--- config.mk ---
export PLATFORM = sky130hd
export DESIGN_NAME = bb3_ctrl
export DESIGN_NICKNAME = d
export VERILOG_FILES = /design/src/bb3_pkg.sv /design/src/bb3_ctrl.sv
export VERILOG_INCLUDE_DIRS = /design/src /design/src/src
export SDC_FILE = /design/constraint.sdc
export NUM_CORES = 1
export LEC_CHECK = 0
export ABC_AREA = 1
export BUFFER_PORTS_ARGS = -buffer_cell sky130_fd_sc_hd__buf_4
export CELL_PAD_IN_SITES_DETAIL_PLACEMENT = 1
export CELL_PAD_IN_SITES_GLOBAL_PLACEMENT = 2
export CORE_AREA = 5 5 43 45
export DETAILED_ROUTE_END_ITERATION = 8
export DIE_AREA = 0 0 48 50
export GPL_TIMING_DRIVEN = 0
export HOLD_SLACK_MARGIN = 0.15
export PLACE_DENSITY_LB_ADDON = 0.1
export SYNTH_ARGS = -nofsm -noshare
export SYNTH_HDL_FRONTEND = slang
export SYNTH_SLANG_ARGS = --single-unit
--- constraint.sdc ---
create_clock -name clk -period 0.9 [get_ports clk]
set_input_delay 0.045 -clock clk [delete_from_list [all_inputs] [get_ports clk]]
set_output_delay 0.045 -clock clk [all_outputs]
set_load 0.05 [all_outputs]
--- src/assert_macros.svh ---
// assertion macros shared by the blur modules
// expects signals named clk and rst in the including module
`ifndef ASSERT_MACROS_SVH
`define ASSERT_MACROS_SVH

// implication in the same cycle
`define CHK_IMP(lbl, ante, cons) \
  lbl: assert property (@(posedge clk) disable iff (rst) (ante) |-> (cons)) \
    else $error("assertion failed");

// implication on the next cycle
`define CHK_NXT(lbl, ante, cons) \
  lbl: assert property (@(posedge clk) disable iff (rst) (ante) |=> (cons)) \
    else $error("assertion failed");

// invariant
`define CHK_ALW(lbl, cond) \
  lbl: assert property (@(posedge clk) disable iff (rst) (cond)) \
    else $error("assertion failed");

`endif

--- src/bb3_pkg.sv ---
// types, constants and the reciprocal table for the 3x3 box blur
// no dependencies
`default_nettype none

package bb3_pkg;

  localparam int CH_W    = 8;
  localparam int PIX_W   = 3 * CH_W;
  localparam int FW_W    = 11;
  localparam int FH_W    = 12;
  localparam int ROW_W   = FH_W + 1;
  localparam int SUM_W   = 12;
  localparam int NUM_W   = SUM_W + 1;
  localparam int N_W     = 4;
  localparam int D_W     = N_W + 1;
  localparam int REC_W   = 16;
  localparam int PROD_W  = NUM_W + REC_W;
  localparam int RP_W    = NUM_W + D_W;
  localparam int PADDR_W = 3;
  localparam int PDATA_W = 32;

  localparam logic [FW_W-1:0] RST_WIDTH  = FW_W'(640);
  localparam logic [FH_W-1:0] RST_HEIGHT = FH_W'(480);

  typedef enum logic {
    REG_WIDTH  = 1'b0,
    REG_HEIGHT = 1'b1
  } reg_t;

  typedef enum logic [2:0] {
    S_IDLE,
    S_READ,
    S_SUM,
    S_MUL,
    S_CORR
  } state_t;

  typedef struct packed {
    logic take;
    logic step_in;
    logic sum_en;
    logic mul_en;
    logic load_out;
  } cmd_t;

  typedef struct packed {
    logic in_frame;
    logic prefill;
    logic out_free;
  } stat_t;

  // floor(2^16 / (2n)) for the neighbour counts that occur
  function automatic logic [REC_W-1:0] recip(input logic [N_W-1:0] n);
    logic [REC_W-1:0] m;
    case (n)
      N_W'(1): m = REC_W'(32768);
      N_W'(2): m = REC_W'(16384);
      N_W'(3): m = REC_W'(10922);
      N_W'(4): m = REC_W'(8192);
      N_W'(6): m = REC_W'(5461);
      N_W'(9): m = REC_W'(3640);
      default: m = REC_W'(32768);
    endcase
    return m;
  endfunction

endpackage

`default_nettype wire

--- src/bb3_ctrl.sv ---
// controller state machine: sequences one word through read, sum, scale, correct
// depends on bb3_pkg and assert_macros.svh
`default_nettype none
`include "assert_macros.svh"

module bb3_ctrl (
  input  logic            clk,
  input  logic            rst,
  input  logic            in_valid,
  input  logic            mode,
  output logic            in_ready,
  input  bb3_pkg::stat_t  st,
  output bb3_pkg::cmd_t   cmd
);

  import bb3_pkg::*;

  state_t state;
  state_t state_next;
  logic   take_ok;

  // a flush inside the frame is taken and dropped
  assign take_ok = in_valid && !(st.in_frame && mode);

  always_ff @(posedge clk) begin
    if (rst) begin
      state <= S_IDLE;
    end else begin
      state <= state_next;
    end
  end

  always_comb begin
    state_next = state;
    case (state)
      S_IDLE: begin
        if (take_ok) begin
          state_next = S_READ;
        end
      end
      S_READ: begin
        state_next = st.prefill ? S_IDLE : S_SUM;
      end
      S_SUM:  state_next = S_MUL;
      S_MUL:  state_next = S_CORR;
      S_CORR: begin
        if (st.out_free) begin
          state_next = S_IDLE;
        end
      end
      default: state_next = S_IDLE;
    endcase
  end

  always_comb begin
    cmd      = '0;
    in_ready = 1'b0;
    case (state)
      S_IDLE: begin
        in_ready = 1'b1;
        cmd.take = take_ok;
      end
      S_READ: cmd.step_in  = 1'b1;
      S_SUM:  cmd.sum_en   = 1'b1;
      S_MUL:  cmd.mul_en   = 1'b1;
      S_CORR: cmd.load_out = st.out_free;
      default: ;
    endcase
  end

  `CHK_NXT(read_leaves, state == S_READ, state == S_IDLE || state == S_SUM)
  `CHK_NXT(take_reads, cmd.take, state == S_READ)

endmodule

`default_nettype wire

* After elaboration in Yosys (flattened, before gate mapping)
Index checks and enable logic that the tools add are counted.
** Cells by class
- Eq/ne operators :: 6
- Reductions and logical operators :: 5
- Multiplexer cells :: 10
** Operator list (number)
- $pmux W3 S5 :: 1
- $eq A3 B2 Y1 const B :: 2
- $mux W1 :: 6
- $mux W3 :: 2
- $ne A2 B2 Y1 const B :: 2
- $eq A3 B1 Y1 const B :: 1
- $eq A3 B3 Y1 const B :: 1
- $logic_not A3 Y1 :: 1
- $logic_and A1 B1 Y1 :: 2
- $mux W2 :: 1
- $reduce_and A2 Y1 :: 1
- $logic_not A1 Y1 :: 1
** Storage, ports and cells
- Logic and storage cells :: 22
- Input port bits :: 7
- Register bits after elaboration :: 3

* Depth between registers and ports, before layout
- Depth in word-level cells :: 5
- Depth in mapped cells :: 6

* Least setup slack after synthesis
OpenSTA, ideal clock, no wires.
- Path kind :: flip-flop to output port
- Start :: register state[1]
- End :: output cmd[0] (netlist bit)
- Required time :: 855 ps
- Stages on the path, launching flop included :: 3
- Data arrival time :: 1961 ps
- Slack :: -1106 ps
- Buffers on the path :: 1
- Path through :: dfxtp_1 -> buf_6 -> nor4_1
** RTL lines
- from (decl) :: line bb3_ctrl.sv:18 : state_t state;
- from (signal assigned) :: line bb3_ctrl.sv:29 : state <= state_next;
- to (decl) :: line bb3_ctrl.sv:13 : output bb3_pkg::cmd_t cmd

==> out/metrics.cfg <==
[run_status]
outcome = finished with violations
violations = setup timing

[synth]
synth_nets = 39
syn_inst = 32
ys_ff_latch = 3
ys_seq_area_frac = 0.2963
synth.avg_cell_area_um2 = 6.334
yosysWarnings = 0
synth_cell_types = 13
syn_area_um2 = 202.7

[clock_tree]
htree_levels = 1
cts_buffers = 3
path_clk_slew_ns = 0.03
cts.sinks = 3
cts_root_buffer = clkbuf_4
clockBufferDepth = 2
cts_tree = built
clock_latency_ns = 0.23

[global_route]
grt_overflow = 0
antenna_found_initial = 0
grt_pass1_vias = 263
grt_start_max_net_pins = 9
grt_use_total = 0.06198
grt_pass1_wl_um = 1062

[run]
drv.max_cap_violation_count = 0

[sta]
holdWs_ns = 0.1589
setup_viol = 8
setup_ws_ns = -0.2517
hold_viol = 0
finClkSkew_ns = 0.00005328
rsz0062_at_grt = true
finalMaxSlewViolations = 0
clock.fmax_ghz = 0.8683
fin_crit_ns = 1.152
tightest_slew_ns = 0.2058
period_share = 1.280
relSlewSlack = 0.8618

[route]
vias = 267
drt-wirelength-per-cell_um = 9.014
wl_um = 640
drt-pass1-iter-count = 2
via_per_inst = 3.761
drtIter0Drc = 2
drc = 0
drt.antenna.violating_nets = 0

[power]
leakage_nw = 0.2267
p_int_uw = 448.3
seqPwrFrac = 0.227
combPwrFrac = 0.448
powerDensity_mw_per_mm2 = 1426
peakVddDrop_mv = 0.5056
power.switching_uw = 260.2
clock_power_share = 0.325
swShare = 0.3673

[setup_path]
cpPeakStageDelay_ns = 0.37
worst_path_max_delay_cell = dfxtp_4
worst_ep_arrival_time_ns = 1.11
endpoint_kind = output port
setup.worst_path.start_class = register
cp_cell_sequence = inv_4 > nor4_4 > buf_6
timing.rr.start = state[1]
worst-path-max-fanout = 3
worst-endpoint-required_ns = 0.85
critical_path_class = reg2out
crit_start = state[2]

[place]
port_buffers = 12
routabilityCongestion = 0.7023
post-place-ws_ns = -0.09812
post-dp-hpwl_um = 505.3
dpl.cell_count = 60
placed_area_um2 = 361.6

[finish]
final_cells = 71
top_register = state
fin_nets = 63
diodes = 0
largest_reg_flops = 3
fin_util = 0.3458
areaGrowthSynthToFinish_pct = 145.1
layout_commonest_cell = buf_4
drive_above_1_share = 0.7091
top_regs = state (3)
layout_common_cells = buf_4 (10), buf_6 (7), inv_1 (5)
final_cell_area_um2 = 496.7

[worst_hold_path]
min-delay-start = st[0]
hp-class = in2reg

[die]
ios = 13
die_w_um = 48
core_mm2 = 0.001436
placementRows = 14
die_y_um = 50
floorplan.initialDensity = 0.1411
dieArea_mm2 = 0.002400

[cell families (layout without fill, tap and decap cells)]
group | Yosys count | in the layout | share of synthesized area
compound gates | 2 | 2 | 0.04938
buf+inv | 10 | 33 | 0.2222
flops | 3 | 3 | 0.2963
simple gates | 17 | 17 | 0.4321
[metal layers]
layer,global-route usage,routed length [um],part of all wire
met5,0,0,0
met4,0.05381,0,0
met2,0.08590,295,0.46
met1,0.07742,268,0.42
met3,0.01091,75,0.12
[through the flow]
step	power (mW)	setup TNS [ns]
detailed placement	0.4201	-0.2252
floorplan	0.3481	-0.5469
CTS	0.7139	-1.580
global route	0.7534	-1.998
global placement	0.4193	-0.2193
finish	0.7085	-1.541
[area by class of cell]
type | instances | area [um2]
Clock buffer | 4 | 26.28
Buffer | 1 | 11.26
Fill cell | 174 | 939.7
Sequential cell | 3 | 67.56
Timing Repair Buffer | 19 | 177.7
Inverter | 9 | 40.04
Multi-Input combinational cell | 19 | 153.9
Tap cell | 16 | 20.02
[power by group through the flow]
| stage | sequential, mW | clock [mW] | combinational [mW] |
|---|---|---|---|
| 6_report | 0.161 | 0.230 | 0.318 |
| 5_1_grt | 0.163 | 0.250 | 0.340 |
| 4_1_cts | 0.161 | 0.245 | 0.308 |
| 3_5_place_dp | 0.164 | 0 | 0.256 |
| 3_3_place_gp | 0.164 | 0 | 0.256 |
| 2_1_floorplan | 0.161 | 0 | 0.187 |
[worst max-delay path: cells and delay by family, from the launching register on]
| kind | cells | cell delay, ns |
|---|---|---|
| DFF | 1 | 0.37 |
| and+or+nand+nor | 1 | 0.27 |
| buffers and inverters | 2 | 0.24 |
[timing repair]
action	in CTS	in global routing
pin swaps	3	3
endpoints found under the hold margin	3	0
hold buffers	2	0
gates resized for setup	12	4
setup buffers	4	2
endpoints found under the setup margin	6	8
[cells in the mapped netlist]
cell     instances  area share
nand2_1          6        0.11
nor3_1           2       0.049
inv_1            8        0.15
a21oi_1          2       0.049
nor4_1           1       0.031
buf_6            1       0.056
nor2_1           1       0.019
nand3_1          2       0.049
nand4_1          1       0.031
dfxtp_1          3        0.30
inv_2            1       0.019
nand3_2          1       0.049
nor2_2           3       0.093
[final timing paths]
kind              cells past startpoint  slack (ns)       end
hold / removal                        4        0.16  state[2]
setup / recovery                      3       -0.25    cmd[0]
hold reg to reg                       2        0.59  state[1]
setup reg to reg                      7       -0.16  state[0]
No activity file was read; power rests on OpenSTA's default activity.
