<file path="src/assert_macros.svh">
// assertion macros shared by the blur modules
// expects signals named clk and rst in the including module
`ifndef ASSERT_MACROS_SVH
`define ASSERT_MACROS_SVH

// implication in the same cycle
`define CHK_IMP(lbl, ante, cons) \
  lbl: assert property (@(posedge clk) disable iff (rst) (ante) |-> (cons)) \
    else $error("assertion failed");

// implication on the next cycle
`define CHK_NXT(lbl, ante, cons) \
  lbl: assert property (@(posedge clk) disable iff (rst) (ante) |=> (cons)) \
    else $error("assertion failed");

// invariant
`define CHK_ALW(lbl, cond) \
  lbl: assert property (@(posedge clk) disable iff (rst) (cond)) \
    else $error("assertion failed");

`endif

</file>
<file path="src/bb3_pkg.sv">
// types, constants and the reciprocal table for the 3x3 box blur
// no dependencies
`default_nettype none

package bb3_pkg;

  localparam int CH_W    = 8;
  localparam int PIX_W   = 3 * CH_W;
  localparam int FW_W    = 11;
  localparam int FH_W    = 12;
  localparam int ROW_W   = FH_W + 1;
  localparam int SUM_W   = 12;
  localparam int NUM_W   = SUM_W + 1;
  localparam int N_W     = 4;
  localparam int D_W     = N_W + 1;
  localparam int REC_W   = 16;
  localparam int PROD_W  = NUM_W + REC_W;
  localparam int RP_W    = NUM_W + D_W;
  localparam int PADDR_W = 3;
  localparam int PDATA_W = 32;

  localparam logic [FW_W-1:0] RST_WIDTH  = FW_W'(640);
  localparam logic [FH_W-1:0] RST_HEIGHT = FH_W'(480);

  typedef enum logic {
    REG_WIDTH  = 1'b0,
    REG_HEIGHT = 1'b1
  } reg_t;

  typedef enum logic [2:0] {
    S_IDLE,
    S_READ,
    S_SUM,
    S_MUL,
    S_CORR
  } state_t;

  typedef struct packed {
    logic take;
    logic step_in;
    logic sum_en;
    logic mul_en;
    logic load_out;
  } cmd_t;

  typedef struct packed {
    logic in_frame;
    logic prefill;
    logic out_free;
  } stat_t;

  // floor(2^16 / (2n)) for the neighbour counts that occur
  function automatic logic [REC_W-1:0] recip(input logic [N_W-1:0] n);
    logic [REC_W-1:0] m;
    case (n)
      N_W'(1): m = REC_W'(32768);
      N_W'(2): m = REC_W'(16384);
      N_W'(3): m = REC_W'(10922);
      N_W'(4): m = REC_W'(8192);
      N_W'(6): m = REC_W'(5461);
      N_W'(9): m = REC_W'(3640);
      default: m = REC_W'(32768);
    endcase
    return m;
  endfunction

endpackage

`default_nettype wire

</file>
<file path="src/bb3_cfg.sv">
// apb register file: frame width and frame height
// depends on bb3_pkg
`default_nettype none

module bb3_cfg (
  input  logic                          clk,
  input  logic                          rst,
  input  logic                          psel,
  input  logic                          penable,
  input  logic                          pwrite,
  input  logic [bb3_pkg::PADDR_W-1:0]   paddr,
  input  logic [bb3_pkg::PDATA_W-1:0]   pwdata,
  output logic [bb3_pkg::PDATA_W-1:0]   prdata,
  output logic                          pready,
  output logic [bb3_pkg::FW_W-1:0]      fw,
  output logic [bb3_pkg::FH_W-1:0]      fh,
  output logic                          restart
);

  import bb3_pkg::*;

  reg_t sel;

  assign pready  = 1'b1;
  assign sel     = reg_t'(paddr[2]);
  assign restart = psel && penable && pwrite;

  always_ff @(posedge clk) begin
    if (rst) begin
      fw <= RST_WIDTH;
      fh <= RST_HEIGHT;
    end else if (restart) begin
      case (sel)
        REG_WIDTH:  fw <= pwdata[FW_W-1:0];
        REG_HEIGHT: fh <= pwdata[FH_W-1:0];
        default: ;
      endcase
    end
  end

  always_comb begin
    case (sel)
      REG_WIDTH:  prdata = PDATA_W'(fw);
      REG_HEIGHT: prdata = PDATA_W'(fh);
      default:    prdata = '0;
    endcase
  end

endmodule

`default_nettype wire

</file>
<file path="config.mk">
export PLATFORM = sky130hd
export DESIGN_NAME = bb3_cfg
export DESIGN_NICKNAME = d
export VERILOG_FILES = /design/src/assert_macros.svh /design/src/bb3_pkg.sv /design/src/bb3_cfg.sv
export SDC_FILE = /design/constraint.sdc
export NUM_CORES = 1
export LEC_CHECK = 0
export BUFFER_PORTS_ARGS = -buffer_cell sky130_fd_sc_hd__buf_2
export CORE_ASPECT_RATIO = 1.75
export CORE_UTILIZATION = 41
export CTS_BUF_LIST = sky130_fd_sc_hd__clkbuf_4
export DETAILED_ROUTE_END_ITERATION = 6
export MAX_ROUTING_LAYER = met4
export PLACE_DENSITY = 0.86
export SLEW_MARGIN = 30
export SYNTH_ARGS = -nofsm -noshare
export SYNTH_HDL_FRONTEND = slang
export SYNTH_SLANG_ARGS = --single-unit
</file>
<file path="constraint.sdc">
create_clock -name clk -period 0.9 [get_ports clk]
set_input_delay 0.045 -clock clk [delete_from_list [all_inputs] [get_ports clk]]
set_output_delay 0.045 -clock clk [all_outputs]
set_load 0.01 [all_outputs]
</file>
==> Word-level counts from Yosys, hierarchy flattened <==
Index checks and enable logic that the tools add are counted.
{ "word_totals": {"input_bits": 40, "wordCells": 8, "out_inout_bits": 57, "ff_bits": 23} }
{ "op_classes": {"bitwise": 1, "mux": 1, "reduce_logical": 4} }
{ "ops": {"columns": ["cell", "count"], "rows": [
  ["$pmux W32 S2", 1],
  ["$reduce_and A2 Y1", 2],
  ["$logic_and A1 B1 Y1", 2],
  ["$not A1 Y1", 1]
]} }

==> Logic depth before layout (Yosys ltp) <==
Gate-level depths: netlist of run 1.
{ "logic_depth": {"depth_word": 3, "mapped_depth": 4, "depth_no_buf": 2} }

==> Worst setup path before layout of run 1 <==
No wires, ideal clock.
{ "synth_timing": {"kind": "register -> output", "startpoint": "reg fh[0] (netlist name)", "endpoint": "out prdata[0] (netlist name)", "n_path_buf": 0, "slack_ps": 237, "path_stages_with_launch": 2, "arrival_ps": 618, "required_ps": 855, "cell_sequence": "dfxtp_1 mux2_2"} }
{ "synth_via": {"elab_chain_len": 1} }
{ "synth_rtl": {"columns": ["element", "line_no", "rtl"], "rows": [
  ["start: declaration", "bb3_cfg.sv:16", "output logic [bb3_pkg::FH_W-1:0] fh,"],
  ["start signal: assignment", "bb3_cfg.sv:35", "REG_HEIGHT: fh <= pwdata[FH_W-1:0];"],
  ["$pmux W32 S2", "bb3_cfg.sv:42", "case (sel)"],
  ["end: declaration", "bb3_cfg.sv:13", "output logic [bb3_pkg::PDATA_W-1:0] prdata,"]
]} }
No other way between the ends. The select of a mux whose other input is x is not followed.

==> Worst setup path after layout of run 1 <==
{ "layout_timing": {"startpoint": "reg fw[6] (netlist name)", "endpoint": "out prdata[6] (netlist name)"} }
{ "layout_via": {"elab_chain_len": 1} }
{ "layout_rtl": {"columns": ["element", "line_no", "rtl"], "rows": [
  ["start: declaration", "bb3_cfg.sv:15", "output logic [bb3_pkg::FW_W-1:0] fw,"],
  ["start signal: assignment", "bb3_cfg.sv:34", "REG_WIDTH: fw <= pwdata[FW_W-1:0];"],
  ["$pmux W32 S2", "bb3_cfg.sv:42", null]
]} }
No other way between the ends. The select of a mux whose other input is x is not followed.

==> key figures, run 1 <==
Synthesis
  – Most frequent cell after synthesis: nand2b_1
  – Leading area contributor after synthesis: dfxtp_1
  – Asr flop ratio synth: 0%
  – Seq/Total Area, Yosys: 35.9%
  – Ys flop type: dfxtp_1
  – Syn. warnings: 0
  – Syn Area/Cell: 9.73 um2
  – Synth Instances: 132
  – Cell variety after synth: 16
  – Synth top area cells: dfxtp_1 36%, mux2i_1 18%, nand2b_1 14%
  – Number of flops mapped to enable cells by yosys: 0
  – #FFs+latches synth: 23
  – Post-Syn Area: 1280 um2
  – Commonest cells post-synth: 28 x nand2b_1, 23 x dfxtp_1, 23 x mux2i_1
  – Yosys top cell area share: 35.9%

Run status
  – Outcome: finished, violations left
  – Failing checks: setup timing

Detailed routing
  – Routed Wire Length: 3520 um
  – WL/cell: 13.6 um
  – First-iteration detailed-routing DRC count: 24
  – First-pass DRT Iterations: 4
  – DRC: 0
  – DR top layer: met4
  – Vias per cell: 4.48
  – Met2 wirelength from detailed routing: 2150 um
  – Post-route antenna net violation count: 0
  – Wl on met1: 1210 um
  – Detailed-route via count: 1,161
  – Routed wl met3: 132 um

Power
  – NetSw: 0.527 mW
  – Flop pwr share: 51.9%
  – Lkg Pwr: 1.04 nW
  – Tot Pwr: 2.04 mW
  – Maximum vdd drop: 751 uV
  – Logic pwr share: 23.6%
  – Int Power: 1.52 mW
  – Clock network fraction of design power: 24.5%
  – Cell area power density: 937 nW/um2
  – Sw Share: 25.8%

Global routing
  – Vias in the first global route: 1,151
  – Total track usage: 22.0%
  – Largest net degree at the start of global routing: 40
  – First-pass GRT wire length: 5450 um
  – Initial antenna violation count: 0
  – Overflow after GRT: 0

Timing
  – Final min period: 1.09 ns
  – Slew headroom: 65.5%
  – Final hold violation count: 0
  – Final setup viols: 32
  – Crit share post-route: 122%
  – Worst hold slack: 0.0207 ns
  – Worst Clk Skew: 0 ns
  – Max Slew Vio Count: 0
  – Final WS setup: -0.194 ns
  – Fmax: 914 MHz
  – Setup TNS: -2.35 ns
  – RSZ-0062 raised after global routing: true
  – Worst-margin pin slew: 0.518 ns

Clocking
  – Clock Latency Late Sink: 0.30 ns
  – CTS tree: built
  – CTS Buf Count: 3
  – CTS Sinks: 23
  – Clock transition at path regs: 0.12 ns
  – # H-tree levels: 1
  – Root buffer cell: clkbuf_4
  – Max clock buf depth: 2

Worst setup path
  – CP Capture Type: output port
  – Worst Path Required: 0.85 ns
  – Crit path kind: reg -> out
  – Type of origin of the critical path: flip-flop
  – Worst EP arrival: 1.05 ns
  – Worst Reg-to-Reg Cells: 4
  – Max FO, Critical Path: 2

Finish
  – Nets: 258
  – Diode count: 0
  – Share of layout cells above drive strength 1: 55.3%
  – Non-filler cells, final: 259
  – Syn-to-layout area delta: 69.8%
  – Finished Core Util: 73.6%

Die
  – Rows: 26
  – Initial Util: 43.4%
  – Core box area: 2960 um2
  – Die H: 76.0 um
  – Ports: 97
  – Die area: 3370 um2
  – Die width: 44.3 um

Flow run
  – Max_cap viols: 0

Min path
  – Hold depth: 3
  – Hold/Removal Path Class: in -> reg

Placed design
  – Placer Congestion: 0.689
  – Post-DP HPWL: 1850 um
  – Port Buffers: 53
  – DP Cell Count: 222
sequential cells by signal (all words and copies together), names as in the netlist:
register,count
fw,11
fh,12
power groups by stage:
stage	sequential (mW)	combinational (mW)	clock (mW)
after floorplan	1.09	0.251	0
final	1.06	0.481	0.500
after CTS	1.06	0.451	0.524
after detailed placement	1.08	0.319	0
after global placement	1.08	0.313	0
after global routing	1.06	0.514	0.558
critical path, cell delays in order (launching register included):
cell     delay [ns]
dfxtp_2        0.35
mux2_4         0.27
buf_6          0.12
timing repair:
item | CTS | global route
hold buffers | 8 | 1
endpoints found under the hold margin | 9 | 1
buffers inserted | 19 | 15
setup endpoints to repair | 12 | 31
gates resized for setup | 78 | 17
cell type report:
cell class	count	area [um2]
repair buffers	90	868
fillers	200	781
multi-input cells	100	739
flip-flops and latches	23	489
well taps	42	52.6
clock buffers	4	30.0
stage by stage:
step | area (um2) | worst slack, ns
final | 2180 | -0.194
after global routing | 2180 | -0.233
after CTS | 2100 | -0.198
after detailed placement | 1540 | -0.0281
after global placement | 1540 | -0.0197
after floorplan | 1360 | 0.237
worst paths after layout:
path	from	to	slack, ns
max	fw[6]$_SDFFE_PP0P_	prdata[6]	-0.19
min	pwdata[1]	fh[1]$_SDFFE_PP0P_	0.02
max reg2reg	fh[4]$_SDFFE_PP0P_	fh[4]$_SDFFE_PP0P_	0.10
min reg2reg	fh[10]$_SDFFE_PP0P_	fh[10]$_SDFFE_PP0P_	0.49
cells by family (layout without fill, tap and decap cells):
group	after synthesis	after routing	synth area share, %
simple gates	45	45	20.5
mux	34	34	27.6
buf+inv	28	94	15.5
flops	23	23	35.9
other cells	2	21	0.585
cells in the final DEF, fill, tap and decap left out, drive strengths merged:
master       count
and4b            1
buf             81
mux2            11
nand4            1
and4             1
clkbuf           4
nor2            11
mux2i           23
nand2b          28
dlygate4sd3      9
conb            21
nand4b           1
and2             1
and3             1
dfxtp           23
per-layer routing:
layer,up-vias,global-route usage [%]
met5,-,-
met4,0,7.27
met3,2,1.90
met2,52,42.5
met1,547,21.2
li1,560,-
No activity file was read; power rests on OpenSTA's default activity.
==> run 2, diff against run 1 <==
==> constraint.sdc (replaced) <==
create_clock -name clk -period 0.9 [get_ports clk]
set_input_delay 0.045 -clock clk [delete_from_list [all_inputs] [get_ports clk]]
set_output_delay 0.045 -clock clk [all_outputs]
set_load 0.005 [all_outputs]
==> run 2 against run 1 <==
The flow still finishes with violations (setup timing). Die area is the same. Critical path type unchanged. Total power decreased by 2.9%. Global-route usage is 1.7 points lower. Clock skew unchanged. Fmax increased by 1.5%. Cell count down 0.77%. Sequential power barely moved. Worst setup slack improved by 0.016 ns. Combinational power fell by 14%. Clock-buffer cell count unchanged. Routed wire length decreased by 7.1%. Utilization is 1.8 points lower.
==> key figures, run 2 (same netlist as run 1, synthesis figures left out) <==
Timing
  – Final setup viols: 30 (-6.3%)
  – Final min period: 1.08 ns (-0.0158 ns)
  – Worst Clk Skew: 0 ns (unchanged)
  – Fmax: 927 MHz (+1.5%)
  – Worst-margin pin slew: 0.538 ns (+0.0204 ns)
  – Max Slew Vio Count: 0 (unchanged)
  – Crit share post-route: 120% (-1.8 points)
  – RSZ-0062 raised after global routing: true
  – Slew headroom: 64.1% (-1.4 points)
  – Final hold violation count: 0 (unchanged)
  – Final WS setup: -0.179 ns (+0.0158 ns)

Power
  – Flop pwr share: 53.5% (+1.6 points)
  – Logic pwr share: 21.0% (-2.6 points)
  – Tot Pwr: 1.98 mW (-2.9%)
  – Sw Share: 24.6% (-1.2 points)
  – Clock network fraction of design power: 25.6% (+1.1 points)
  – Int Power: 1.50 mW (-1.3%)
  – Lkg Pwr: 1.02 nW (-2.0%)
  – Cell area power density: 932 nW/um2 (-0.49%)
  – NetSw: 0.487 mW (-7.6%)
  – Maximum vdd drop: 963 uV (+28%)

Detailed routing
  – WL/cell: 12.7 um (-6.4%)
  – DRC: 0 (unchanged)
  – First-pass DRT Iterations: 4 (unchanged)
  – First-iteration detailed-routing DRC count: 26 (+8.3%)
  – Vias per cell: 4.41 (-1.7%)
  – Post-route antenna net violation count: 0 (unchanged)
  – Detailed-route via count: 1,133 (-2.4%)
  – Routed Wire Length: 3270 um (-7.1%)

Finish
  – Max reg flops: 12 (unchanged)
  – Layout fillers: 216 (+8.0%)
  – Share of layout cells above drive strength 1: 55.8% (+0.51 points)
  – Largest regs: fh (12), fw (11)
  – Diode count: 0 (unchanged)
  – Nets: 256 (-0.78%)
  – Syn-to-layout area delta: 65.6%
  – Non-filler cells, final: 257 (-0.77%)
  – Most flop-heavy register: fh
  – Most frequent cells in the layout: 47 x buf_6, 28 x nand2b_1, 23 x mux2i_1, 23 x dfxtp_2, 23 x buf_2
  – Commonest non-fill, non-tap cell in the layout: buf_6
  – Final Instance Area: 2130 um2 (-2.5%)
  – Finished Core Util: 71.8% (-1.8 points)

Die
  – Die area: 3370 um2 (unchanged)
  – Initial Util: 43.4% (unchanged)
  – Die H: 76.0 um (unchanged)
  – Die width: 44.3 um (unchanged)
  – Ports: 97 (unchanged)
  – Rows: 26 (unchanged)
  – Core box area: 2960 um2 (unchanged)

Clocking
  – Root buffer cell: clkbuf_4
  – Clock Latency Late Sink: 0.30 ns (about the same)
  – CTS Buf Count: 3 (unchanged)
  – Max clock buf depth: 2 (unchanged)
  – # H-tree levels: 1 (unchanged)
  – CTS tree: built
  – CTS Sinks: 23 (unchanged)
  – Clock transition at path regs: 0.12 ns (about the same)

Worst setup path
  – End of the worst register-to-register path: fh[6]$_SDFFE_PP1P_
  – CP Capture Type: output port
  – Worst Reg-to-Reg Cells: 4 (unchanged)
  – Worst EP arrival: 1.03 ns (-0.02 ns)
  – Critical Path End: prdata[4]
  – Beginning of the worst register-to-register path: fh[6]$_SDFFE_PP1P_
  – Crit path kind: reg -> out
  – Max FO, Critical Path: 2 (unchanged)
  – R2R Setup Slk: 0.05 ns (-0.05 ns)
  – Type of origin of the critical path: flip-flop
  – Worst Path Required: 0.85 ns (about the same)
  – Worst setup path start: fw[4]$_SDFFE_PP0P_

Flow run
  – Max_cap viols: 0 (unchanged)

Global routing
  – Initial antenna violation count: 0 (unchanged)
  – Vias in the first global route: 1,123 (-2.4%)
  – Largest net degree at the start of global routing: 40 (unchanged)
  – Overflow after GRT: 0 (unchanged)
  – Total track usage: 20.3% (-1.7 points)
  – First-pass GRT wire length: 5050 um (-7.4%)

Min path
  – Hold/Removal Path Class: in -> reg

Run status
  – Outcome: finished, violations left
  – Failing checks: setup timing

Placed design
  – Placer Congestion: 0.690 (+0.16%)
  – DP Cell Count: 222 (unchanged)
  – Post-DP HPWL: 1860 um (+0.48%)
  – Pre-CTS WS: 0.00209 ns (+0.0302 ns)
  – Port Buffers: 53 (unchanged)
  – Dpl cell area: 1530 um2 (-0.81%)
==> run 2: changes by cell type in the layout (fill, tap and decap cells not counted), sizes merged <==
| cell | previous run | this run |
|---|---|---|
| dlygate4sd3 | 9 | 7 |
==> run 2: power groups by stage <==
stage                     logic (mW)  registers (mW)  clock network [mW]
after floorplan                0.221            1.08                   0
after global placement         0.269            1.08                   0
after detailed placement       0.276            1.08                   0
after CTS                      0.376            1.06               0.524
after global routing           0.449            1.06               0.567
final                          0.416            1.06               0.507
==> run 2: metrics by stage <==
| stage | hold WS, ns | TNS [ns] |
|---|---|---|
| floorplan | 0.200 | 0 |
| CTS | 0.00218 | -2.42 |
| global route | 0.00584 | -3.65 |
| finish | 0.0105 | -2.41 |
| global placement | 0.309 | 0 |
| detailed placement | 0.322 | 0 |
==> run 2: worst min-delay path by stage <==
stage / from / endpoint / slack [ns] / depth (start not counted)
final: pwdata[0] / fh[0]$_SDFFE_PP0P_ / 0.01 / 3
after global routing: pwdata[10] / fw[10]$_SDFFE_PP0P_ / 0.006 / 3
after CTS: pwdata[0] / fh[0]$_SDFFE_PP0P_ / 0.002 / 3
after detailed placement: pwdata[11] / fh[11]$_SDFFE_PP0P_ / 0.32 / 3
after global placement: pwdata[11] / fh[11]$_SDFFE_PP0P_ / 0.31 / 3
after floorplan: pwdata[5] / fw[5]$_SDFFE_PP0P_ / 0.20 / 2
==> run 2: layout make-up <==
| class | instances | area [um2] | share of cell area [%] |
|---|---|---|---|
| multi-input cells | 100 | 732 | 34.4 |
| clock buffers | 4 | 30.0 | 1.41 |
| well taps | 42 | 52.6 | 2.47 |
| flip-flops and latches | 23 | 489 | 23.0 |
| repair buffers | 88 | 822 | 38.7 |
==> run 2: routing by layer <==
metal / global-route usage, % / wire [um] / part of all wire (%) / up-vias
li1: - / - / - / 558
met1: 20.1 / 1200 / 37 / 529
met2: 38.8 / 1940 / 59 / 42
met3: 1.66 / 109 / 3.3 / 4
met4: 6.36 / 25 / 0.76 / 0
met5: - / 0 / 0 / -
==> run 2: worst max-delay path, stage by stage, from the launching register on <==
cell	delay, ns
dfxtp_2	0.35
mux2_4	0.27
buf_6	0.11
==> run 2: repair_timing <==
| action | in CTS | in global routing |
|---|---|---|
| setup buffers | 20 | 12 |
| gates cloned | 0 | 0 |
| hold endpoints to repair | 8 | 0 |
| hold buffers | 7 | 0 |
| resized for setup | 65 | 23 |
| setup endpoints to repair | 12 | 32 |
